File: src/rtl/ssi_pkg.sv
`timescale 1ns / 1ps
`default_nettype none

package ssi_pkg;

    localparam int CAPACITY   = 64;
    localparam int VALUE_BITS = 16;
    localparam int ADDR_W     = $clog2(CAPACITY);
    localparam int CNT_W      = $clog2(CAPACITY + 1);
    localparam int STATUS_W   = 3;

    // command codes
    localparam logic CMD_INSERT = 1'b0;
    localparam logic CMD_READ   = 1'b1;

    // configuration register indexes
    localparam logic REG_VALUE_LIMIT = 1'b0;
    localparam logic REG_SIZE_LIMIT  = 1'b1;

    // result status codes
    localparam logic [STATUS_W-1:0] ST_INSERTED  = 3'd0;
    localparam logic [STATUS_W-1:0] ST_DUPLICATE = 3'd1;
    localparam logic [STATUS_W-1:0] ST_ABOVE     = 3'd2;
    localparam logic [STATUS_W-1:0] ST_FULL      = 3'd3;
    localparam logic [STATUS_W-1:0] ST_READ_OK   = 3'd4;
    localparam logic [STATUS_W-1:0] ST_BEYOND    = 3'd5;

    typedef struct packed {
        logic                  we;
        logic [ADDR_W-1:0]     waddr;
        logic [VALUE_BITS-1:0] wdata;
        logic                  re;
        logic [ADDR_W-1:0]     raddr;
    } t_mem_req;

endpackage

`default_nettype wire

File: src/rtl/ssi_store.sv
`timescale 1ns / 1ps
`default_nettype none

module ssi_store (
    input  wire logic                          i_clk,
    input  wire ssi_pkg::t_mem_req             i_req,
    output logic [ssi_pkg::VALUE_BITS-1:0]     o_rdata
);
    import ssi_pkg::*;

    logic [VALUE_BITS-1:0] mem [CAPACITY];

    always_ff @(posedge i_clk) begin
        if (i_req.we) begin
            mem[i_req.waddr] <= i_req.wdata;
        end
        if (i_req.re) begin
            o_rdata <= mem[i_req.raddr];
        end
    end

endmodule

`default_nettype wire

File: src/rtl/sorted_set_insert_core.sv
// Sorted, duplicate-free set of up to 64 values with insert and indexed read.
// Input channel: i_in_valid / o_in_stall carry one word of i_command, i_value
// and i_index. Output channel: o_out_valid / i_out_stall carry o_status,
// o_read_value and o_count; every input word gives exactly one output word.
// Configuration: i_cfg_we, i_cfg_index, i_cfg_data (index 0 value limit, index 1
// size limit); the user must write only while the block is idle (not enforced).
// One word is in work at a time; o_in_stall is high until it is finished, and
// the next word can be taken in the cycle after the result is registered.
// Rejected inserts and out-of-range reads pass S_RESP, in-range reads S_RDAT first.
// An accepted insert runs a binary search of S_SRD/S_SCMP probes (up to 6
// probes) ended by S_SRD, a duplicate check in S_DRD/S_DCMP (skipped at
// position 0), the shift of the larger entries through the table at one entry
// a cycle, the last pending write, the new value's write, and S_RESP's result.
// The table's single read port and single write port bound the shift rate.
// Reset (synchronous, active low) empties the set and restores the limits;
// o_in_stall is high while reset is held; the table contents are not cleared.
// When the receiver stalls, the finished word waits in the output register;
// the next input word may be taken and worked on meanwhile, but its result
// holds until the output register is free.
`timescale 1ns / 1ps
`default_nettype none

module sorted_set_insert_core (
    input  wire logic                              i_clk,
    input  wire logic                              i_rst_n,
    input  wire logic                              i_in_valid,
    output logic                                   o_in_stall,
    input  wire logic                              i_command,
    input  wire logic [ssi_pkg::VALUE_BITS-1:0]    i_value,
    input  wire logic [ssi_pkg::ADDR_W-1:0]        i_index,
    output logic                                   o_out_valid,
    input  wire logic                              i_out_stall,
    output logic [ssi_pkg::STATUS_W-1:0]           o_status,
    output logic [ssi_pkg::VALUE_BITS-1:0]         o_read_value,
    output logic [ssi_pkg::CNT_W-1:0]              o_count,
    input  wire logic                              i_cfg_we,
    input  wire logic                              i_cfg_index,
    input  wire logic [ssi_pkg::VALUE_BITS-1:0]    i_cfg_data
);
    import ssi_pkg::*;

    typedef enum logic [7:0] {
        S_IDLE  = 8'b0000_0001,
        S_SRD   = 8'b0000_0010,
        S_SCMP  = 8'b0000_0100,
        S_DRD   = 8'b0000_1000,
        S_DCMP  = 8'b0001_0000,
        S_SHIFT = 8'b0010_0000,
        S_RESP  = 8'b0100_0000,
        S_RDAT  = 8'b1000_0000
    } t_state;

    localparam logic [CNT_W-1:0] CAP_C = CNT_W'(CAPACITY);

    t_state                 r_state, n_state;
    logic [VALUE_BITS-1:0]  r_value_limit;
    logic [CNT_W-1:0]       r_size_limit;
    logic [CNT_W-1:0]       r_count, n_count;
    logic [VALUE_BITS-1:0]  r_value, n_value;
    logic [CNT_W-1:0]       r_lo, n_lo;
    logic [CNT_W-1:0]       r_hi, n_hi;
    logic [CNT_W-1:0]       r_mid, n_mid;
    logic [CNT_W-1:0]       r_ptr, n_ptr;
    logic                   r_wpend, n_wpend;
    logic [ADDR_W-1:0]      r_waddr, n_waddr;
    logic [STATUS_W-1:0]    r_status, n_status;
    logic                   r_out_valid;
    logic [STATUS_W-1:0]    r_out_status;
    logic [VALUE_BITS-1:0]  r_out_value;
    logic [CNT_W-1:0]       r_out_count;

    logic [CNT_W-1:0]       lim;
    logic [CNT_W-1:0]       mid;
    logic [VALUE_BITS-1:0]  rdata;
    logic                   in_acc;
    logic                   out_free;
    t_mem_req               req;

    ssi_store u_store (
        .i_clk   (i_clk),
        .i_req   (req),
        .o_rdata (rdata)
    );

    assign lim      = (r_size_limit < CAP_C) ? r_size_limit : CAP_C;
    assign mid      = r_lo + ((r_hi - r_lo) >> 1);
    assign in_acc   = i_in_valid && (r_state == S_IDLE);
    assign out_free = !r_out_valid || !i_out_stall;

    assign o_in_stall   = (r_state != S_IDLE) || !i_rst_n;
    assign o_out_valid  = r_out_valid;
    assign o_status     = r_out_status;
    assign o_read_value = r_out_value;
    assign o_count      = r_out_count;

    always_comb begin
        n_state  = r_state;
        n_count  = r_count;
        n_value  = r_value;
        n_lo     = r_lo;
        n_hi     = r_hi;
        n_mid    = r_mid;
        n_ptr    = r_ptr;
        n_wpend  = r_wpend;
        n_waddr  = r_waddr;
        n_status = r_status;
        req      = '0;

        case (r_state)
            S_IDLE: begin
                if (in_acc) begin
                    n_value = i_value;
                    if (i_command == CMD_READ) begin
                        if (CNT_W'(i_index) < r_count) begin
                            req.re    = 1'b1;
                            req.raddr = i_index;
                            n_status  = ST_READ_OK;
                            n_state   = S_RDAT;
                        end else begin
                            n_status = ST_BEYOND;
                            n_state  = S_RESP;
                        end
                    end else if (i_value > r_value_limit) begin
                        n_status = ST_ABOVE;
                        n_state  = S_RESP;
                    end else if (r_count >= lim) begin
                        n_status = ST_FULL;
                        n_state  = S_RESP;
                    end else begin
                        n_lo    = '0;
                        n_hi    = r_count;
                        n_state = S_SRD;
                    end
                end
            end
            S_SRD: begin
                if (r_lo < r_hi) begin
                    req.re    = 1'b1;
                    req.raddr = mid[ADDR_W-1:0];
                    n_mid     = mid;
                    n_state   = S_SCMP;
                end else if (r_lo != '0) begin
                    n_state = S_DRD;
                end else begin
                    n_ptr   = r_count;
                    n_wpend = 1'b0;
                    n_state = S_SHIFT;
                end
            end
            S_SCMP: begin
                if (rdata <= r_value) begin
                    n_lo = r_mid + CNT_W'(1);
                end else begin
                    n_hi = r_mid;
                end
                n_state = S_SRD;
            end
            S_DRD: begin
                // r_lo holds the insert position; check the entry below it
                req.re    = 1'b1;
                req.raddr = ADDR_W'(r_lo - CNT_W'(1));
                n_state   = S_DCMP;
            end
            S_DCMP: begin
                if (rdata == r_value) begin
                    n_status = ST_DUPLICATE;
                    n_state  = S_RESP;
                end else begin
                    n_ptr   = r_count;
                    n_wpend = 1'b0;
                    n_state = S_SHIFT;
                end
            end
            S_SHIFT: begin
                // read entry ptr-1 while the previously read word lands one up
                if (r_wpend) begin
                    req.we    = 1'b1;
                    req.waddr = r_waddr;
                    req.wdata = rdata;
                end
                if (r_ptr > r_lo) begin
                    req.re    = 1'b1;
                    req.raddr = ADDR_W'(r_ptr - CNT_W'(1));
                    n_waddr   = r_ptr[ADDR_W-1:0];
                    n_ptr     = r_ptr - CNT_W'(1);
                    n_wpend   = 1'b1;
                end else if (r_wpend) begin
                    n_wpend = 1'b0;
                end else begin
                    req.we    = 1'b1;
                    req.waddr = r_lo[ADDR_W-1:0];
                    req.wdata = r_value;
                    n_count   = r_count + CNT_W'(1);
                    n_status  = ST_INSERTED;
                    n_state   = S_RESP;
                end
            end
            S_RDAT: begin
                n_state = S_RESP;
            end
            S_RESP: begin
                if (out_free) begin
                    n_state = S_IDLE;
                end
            end
            default: begin
                n_state = S_IDLE;
            end
        endcase
    end

    always_ff @(posedge i_clk) begin
        if (!i_rst_n) begin
            r_state       <= S_IDLE;
            r_count       <= '0;
            r_value_limit <= '1;
            r_size_limit  <= CAP_C;
            r_wpend       <= 1'b0;
            r_out_valid   <= 1'b0;
        end else begin
            r_state <= n_state;
            r_count <= n_count;
            r_wpend <= n_wpend;
            if (i_cfg_we) begin
                if (i_cfg_index == REG_VALUE_LIMIT) begin
                    r_value_limit <= i_cfg_data;
                end else begin
                    r_size_limit <= i_cfg_data[CNT_W-1:0];
                end
            end
            if (r_state == S_RESP && out_free) begin
                r_out_valid <= 1'b1;
            end else if (!i_out_stall) begin
                r_out_valid <= 1'b0;
            end
        end
    end

    always_ff @(posedge i_clk) begin
        r_value  <= n_value;
        r_lo     <= n_lo;
        r_hi     <= n_hi;
        r_mid    <= n_mid;
        r_ptr    <= n_ptr;
        r_waddr  <= n_waddr;
        r_status <= n_status;
        if (r_state == S_RESP && out_free) begin
            r_out_status <= r_status;
            r_out_value  <= (r_status == ST_READ_OK) ? rdata : '0;
            r_out_count  <= r_count;
        end
    end

    // count never exceeds the table depth
    a_count_cap: assert property (@(posedge i_clk) disable iff (!i_rst_n)
        r_count <= CAP_C)
        else $error("element count above capacity");

    // the pending shift write always targets the slot just above the read
    a_shift_addr: assert property (@(posedge i_clk) disable iff (!i_rst_n)
        (r_state == S_SHIFT && r_wpend) |-> (CNT_W'(r_waddr) == r_ptr + CNT_W'(1)))
        else $error("shift write address out of step");

    // search window stays ordered and within the count
    a_search_win: assert property (@(posedge i_clk) disable iff (!i_rst_n)
        (r_state == S_SRD || r_state == S_SCMP) |-> (r_lo <= r_hi && r_hi <= r_count))
        else $error("search window broken");

    // final insert write bumps the count by one
    a_insert_cnt: assert property (@(posedge i_clk) disable iff (!i_rst_n)
        (r_state == S_SHIFT && !r_wpend && r_ptr <= r_lo)
            |=> (r_count == $past(r_count) + CNT_W'(1)))
        else $error("insert did not advance count");

    // a finished word never overwrites one still waiting at the output
    a_out_hold: assert property (@(posedge i_clk) disable iff (!i_rst_n)
        (r_out_valid && i_out_stall && r_state == S_RESP) |=> (r_state == S_RESP))
        else $error("result left while output blocked");

endmodule

`default_nettype wire
File: config.mk
export PLATFORM = sky130hd
export DESIGN_NAME = sorted_set_insert_core
export DESIGN_NICKNAME = d
export VERILOG_FILES = /design/src/rtl/ssi_pkg.sv /design/src/rtl/ssi_store.sv /design/src/rtl/sorted_set_insert_core.sv
export SDC_FILE = /design/constraint.sdc
export NUM_CORES = 2
export LEC_CHECK = 0
export ABC_AREA = 1
export BUFFER_PORTS_ARGS = -buffer_cell sky130_fd_sc_hd__buf_2
export CORE_UTILIZATION = 45
export CTS_CLUSTER_SIZE = 40
export DETAILED_ROUTE_END_ITERATION = 8
export PLACE_DENSITY_LB_ADDON = 0.2
export SYNTH_ARGS = -nofsm -noshare
export SYNTH_HDL_FRONTEND = slang
export SYNTH_SLANG_ARGS = --single-unit
File: constraint.sdc
create_clock -name i_clk -period 5.9 [get_ports i_clk]
set_input_delay 0 -clock i_clk [delete_from_list [all_inputs] [get_ports i_clk]]
set_output_delay 0 -clock i_clk [all_outputs]
set_load 0.005 [all_outputs]
* After elaboration in Yosys (flattened, before gate mapping)
Memory sizes are Yosys's and may differ from the RTL's. A register that Yosys moved wholly into a read port is not among the register bits.
Cells that the tools add are included.
** Operators by class
- Add/sub/neg operators :: 6
- Multiply operators :: 0
- Div/mod/pow operators :: 0
- Magnitude comparators :: 7
- Equal/unequal tests :: 27
- Shift operators :: 0
- Mux-type cells :: 58
- Bitwise gates (word level) :: 3
- Reduce and logical (&&, ||, !) cells :: 23
** Operators with widths (count)
- 7-bit two-way mux :: 23
- 23-bit two-way mux :: 4
- 8-bit case mux with 8 select lines :: 1
- 8-bit two-way mux :: 6
- 2-bit inequality test (second input constant) :: 14
- 7-bit case mux with 2 select lines :: 2
- 7-bit case mux with 4 select lines :: 1
- 3-bit two-way mux :: 7
- 7-bit case mux with 3 select lines :: 1
- 6-bit AND reduction :: 3
- 16-bit equality test :: 1
- 16-bit > comparator :: 1
- 16-bit less-or-equal comparator :: 1
- 7-bit by 1-bit adder with 7-bit output (second input constant) :: 2
- 6-bit two-way mux :: 2
- 2-bit AND reduction :: 5
- 1-bit two-way mux :: 9
- 3-bit case mux with 3 select lines :: 1
- 8-bit by 1-bit equality test with 1-bit output (second input constant) :: 1
- 8-bit by 2-bit equality test with 1-bit output (second input constant) :: 1
- 8-bit by 3-bit equality test with 1-bit output (second input constant) :: 1
- 8-bit by 4-bit equality test with 1-bit output (second input constant) :: 1
- 8-bit by 5-bit equality test with 1-bit output (second input constant) :: 1
- 8-bit by 6-bit equality test with 1-bit output (second input constant) :: 1
- 26 further kinds :: 34
** Storage, ports and cells
- Register bits :: 119
- Bits in latches :: 0
- Bits in writable memories :: 1024
- ROM bits :: 0
- Bits of input ports :: 45
- Output and inout port bits :: 28
- Word-level logic and storage cells :: 141
- Memories :: 1
** Memories
- u_store.mem :: depth 64, bits a word 16, read ports 1, clocked after memory_dff 1, wr ports 1, line ssi_store.sv:11 : logic [VALUE_BITS-1:0] mem [CAPACITY];

* Logic depth before layout (Yosys ltp)
- Word-level depth :: 8
- Mapped depth :: 21
- Depth with buffers taken out :: 19

* Cells and area by module
Synthesis repeated with hierarchy kept, for this count alone.
** Second synthesis, totals
- Cell total of the unflattened synthesis :: 4300
- Area total of the unflattened synthesis :: 49229.7 um^2
** By module, submodules not included
- ssi_store :: times used 1, cells an instance 3517, area each 42259.3 um^2, sequential area each 31230.0 um^2
- sorted_set_insert_core :: times used 1, cells an instance 783, area each 6970.4 um^2, sequential area each 3173.0 um^2

* Worst setup path after synthesis
No wires, ideal clock.
- Path kind :: flip-flop to flip-flop
- From :: reg r_state[0]
- To :: mem u_store.mem[0][0] (data pin)
- Library setup time :: 0.702 ns
- Data arrival time :: 3.887 ns
- Required time :: 5.198 ns
- Path slack :: 1.312 ns
- Cell stages (with the launch flop) :: 11
- Buffers on the path :: 3
- Period minus slack after synthesis :: 4.588 ns
- Cells stage by stage :: dfxtp_1 -> inv_1 -> nand2_1 -> nor2_1 -> nand2_1 -> buf_4 -> inv_1 -> buf_4 -> nand2_1 -> buf_4 -> o21ai_0
** RTL lines
- from (decl) :: line sorted_set_insert_core.sv:55 : t_state r_state, n_state;
- from (signal assigned) :: line sorted_set_insert_core.sv:221 : r_state <= n_state;
- to (decl) :: line ssi_store.sv:11

* Worst setup path after layout
- From :: reg r_count[1]
- To :: reg u_store.o_rdata[7] (netlist name), read port of u_store.mem (data pin)
** Between the ends
- Cells in the longest elaborated chain, start to end :: 5
** RTL lines
- from (decl) :: line sorted_set_insert_core.sv:58 : logic [CNT_W-1:0] r_count, n_count;
- from (signal assigned) :: line sorted_set_insert_core.sv:222 : r_count <= n_count;
- 6-bit by 7-bit less-than comparator with 1-bit output :: line sorted_set_insert_core.sv:114 : if (CNT_W'(i_index) < r_count) begin
- 7-bit two-way mux :: line sorted_set_insert_core.sv:114
- 7-bit two-way mux :: line sorted_set_insert_core.sv:113 : if (i_command == CMD_READ) begin
- 7-bit two-way mux :: line sorted_set_insert_core.sv:111 : if (in_acc) begin
- 7-bit case mux with 4 select lines :: line sorted_set_insert_core.sv:109 : case (r_state)
- to (decl) :: line ssi_store.sv:7 : output logic [ssi_pkg::VALUE_BITS-1:0] o_rdata
Every way passes these cells.
A chain may end at the register's enable or synchronous reset.

==> run metrics <==
leading register cell type out of synthesis edfxtp_1; vias in the first global route approximately 36,000; die area approximately 120,000 um^2; routed wire length approximately 160,000 um; GRT Util Overall a little over a quarter; average wire per cell in the routed design approximately 23 um; synth top area cells edfxtp_1, nand3_1, inv_1; drt pass-1 iters 6; Hold WS between 0.05 and 0.06 ns; Hold Crit Class in2reg; H-tree depth 4; Core Region 117,000 um^2; Buffers on Ports slightly above 70; ys async rst share 0%; count of cell types in the netlist 46; hold depth 2; sequential share of the synthesized area 64.5%; run status finished, final reports clean; reg-to-reg slack, setup around 0.53 ns; Max FO, Critical Path 45; number of enable flip-flop cells after synthesis between 1,000 and 1,500; Max Root-Sink Buffers 3; share of layout cells above drive strength 1 under 10%; row cnt about 130; IO Count 73; post-layout minimum cycle time 5.37 ns; LEAKAGE between 20 and 30 nW; total number of vias about 39,000; nets@finish 5,398; clk_lat worst skew between 0.7 and 0.8 ns; most common cell after layout, fill and taps aside edfxtp_1; Worst-Margin Slew 1.24 ns; Syn. warnings 0; Setup TNS Final 0 ns; crit path cell chain inv_1, ha_1, nand2_1, inv_1, nand2_1, nand2_1, dlygate4sd3_1, a21oi_1, dlygate4sd3_1, inv_1, nor2_2, nand2_1, nand4_1, inv_4, buf_12, nand3_1, nand3_1, nand3_1, nand3_1, nand2_1; CP required about 6.4 ns; vias per cell 5.59; Mean Syn Cell Area about 10 um^2; WS Path Type reg2reg; Relative slew margins between 10% and 20%; clk_skew 0.0297 ns; Non-Filler Instances around 6,900; crit end category flip-flop; slowest CP cell inv_4; endpoints failing setup 0; RR Endpoint u_store.o_rdata[7]; DP HPWL around 87,000 um; Post-Syn Area 53,400 um^2; area of the multi-input gates ~14,000 um^2; clk slew on worst S/H paths approximately 0.060 ns; setup bufs post-CTS 0; # fillers about 10,000; Syn Inst Count 5,161; clock buffer count from CTS 131; global-route wire length before repair 236,000 um; Pins Over Slew Limit 0; final core occ 52.1%; Yosys reg bits about 1,200; Clock Sinks 1,159; Final period util roughly nine tenths; commonest non-fill, non-tap cells in the layout edfxtp_1, inv_1, nand3_1, nand2_1, nand4_1; worst path bufs/invs 7; CP arrival 5.84 ns; Die H between 300 and 400 um; Synth-to-Final Area Change 14.0%; gr ovfl total 0; largest area contributor in the netlist edfxtp_1; VDD IR max roughly 0.3 mV; hold_sp i_value[4]; PostCTS Resize Cnt 0; DP Cell Count between 6,000 and 7,000; Post-Syn Nets about 5,300; initial DRC count roughly 4,700; crit-path leading delay family buffers and inverters; final hold violation count 0; antenna violations before repair 4; CTS Root Cell clkbuf_16; Die Wd 346 um; DRC errors left 0; post-synth top area share approximately 63%; f_max roughly 190 MHz; r2r startpoint r_count[1]; Final Wtd Congestion roughly 0.88; post-layout instance area roughly 61,000 um^2; total of max-cap violations 0; CTS tree done; PwrDens about 290 nW/um^2; R2R cell count 20; largest net degree at the start of global routing between 150 and 200; starting density of the core around 46%; unrepaired setup endpoints after global routing no; placed cell area roughly 56,000 um^2; Min-Delay Endpoint r_value[4]; Worst path most repeated cell nand2_1; Seq. cell area around 34,000 um^2; Worst setup SP type flip-flop; CP max stage delay 0.67 ns; Final ANT Viol Nets 0
-- metrics by stage --
stage	power [mW]	setup slack, ns
2_1_floorplan	9.67	1.31
3_3_place_gp	9.95	1.06
3_5_place_dp	9.96	1.05
4_1_cts	18.0	0.621
5_1_grt	18.4	0.289
6_report	17.9	0.525
-- worst reg2reg max path, stage by stage, from the launching register on --
cell,delay (ns)
dfxtp_1,0.46
inv_1,0.17
ha_1,0.31
nand2_1,0.05
inv_1,0.04
nand2_1,0.04
nand2_1,0.06
dlygate4sd3_1,0.54
a21oi_1,0.07
dlygate4sd3_1,0.56
inv_1,0.15
nor2_2,0.09
nand2_1,0.09
nand4_1,0.26
inv_4,0.67
buf_12,0.35
nand3_1,0.23
nand3_1,0.17
nand3_1,0.28
nand3_1,0.36
nand2_1,0.15
-- repair_timing --
item	CTS	global route
hold endpoints to repair	99	0
hold buffers	90	0
setup endpoints to repair	0	0
-- layout make-up --
class	count	area share [%]
Sequential cell	1159	56.6
Multi-Input combinational cell	2609	22.4
Inverter	1073	6.64
Tap cell	1524	3.14
Clock buffer	154	5.71
Antenna cell	3	0.0123
Clock inverter	88	1.22
Timing Repair Buffer	308	4.29
-- power breakdown --
part           leakage (nW)  total [mW]  internal [mW]  switching, mW
clock network          2.07        8.04           4.66           3.38
logic                  15.8       0.859          0.274          0.585
registers              8.35        8.99           8.96         0.0308
total                  26.2        17.9           13.9           3.99
-- kinds of logic (layout without fill, tap and decap cells) --
family / after synthesis / count (layout) / share of synthesized area [%]
XOR/XNOR: 13 / 13 / 0.213
AND/OR/NAND/NOR: 2265 / 2265 / 20.3
other: 0 / 3 / 0
buffers and inverters: 1393 / 1623 / 10.5
AO/OA/AOI/OAI: 260 / 260 / 2.81
flip-flops: 1159 / 1159 / 64.5
adder cells (fa/ha/maj): 71 / 71 / 1.69
-- worst max path at each step --
stage                          start                   to  slack, ns  cells past startpoint
after detailed placement     r_lo[2]   u_store.o_rdata[7]       1.05                     18
after global placement       r_lo[2]   u_store.o_rdata[7]       1.06                     18
after global routing      r_count[1]  u_store.o_rdata[10]       0.29                     20
final                     r_count[1]   u_store.o_rdata[7]       0.53                     20
after CTS                 r_count[1]   u_store.o_rdata[7]       0.62                     19
after floorplan           r_state[0]    u_store.mem[0][0]       1.31                     10
-- registers in the layout, indices dropped and copies added, names as in the netlist, 8 cells and up --
name,cells
u_store.o_rdata,16
u_store.mem,1024
r_value,16
o_read_value,16
r_state,8
r_value_limit,16
-- Yosys cell counts, types with 6 or more instances --
cell type	instances
nor4_1	6
inv_2	10
a21oi_1	49
nand3_1	914
ha_1	69
dfxtp_1	40
xor2_1	6
o21ai_1	56
clkbuf_1	123
nand2_1	751
nand4_1	417
nor3_1	10
buf_2	109
o211ai_1	34
xnor2_1	7
o22ai_1	18
buf_1	29
buf_4	57
edfxtp_1	1119
nor2_1	144
nand3_2	8
inv_1	1062
o21ai_0	79
-- metal layers --
layer,up-vias,routed length (um),GRT usage (%)
met3,284,13900,4.67
met2,1831,73400,41.0
met5,-,23,0
met1,18700,66300,36.7
met4,4,4890,9.08
li1,17900,-,-
No activity file was read; power rests on OpenSTA's default activity.
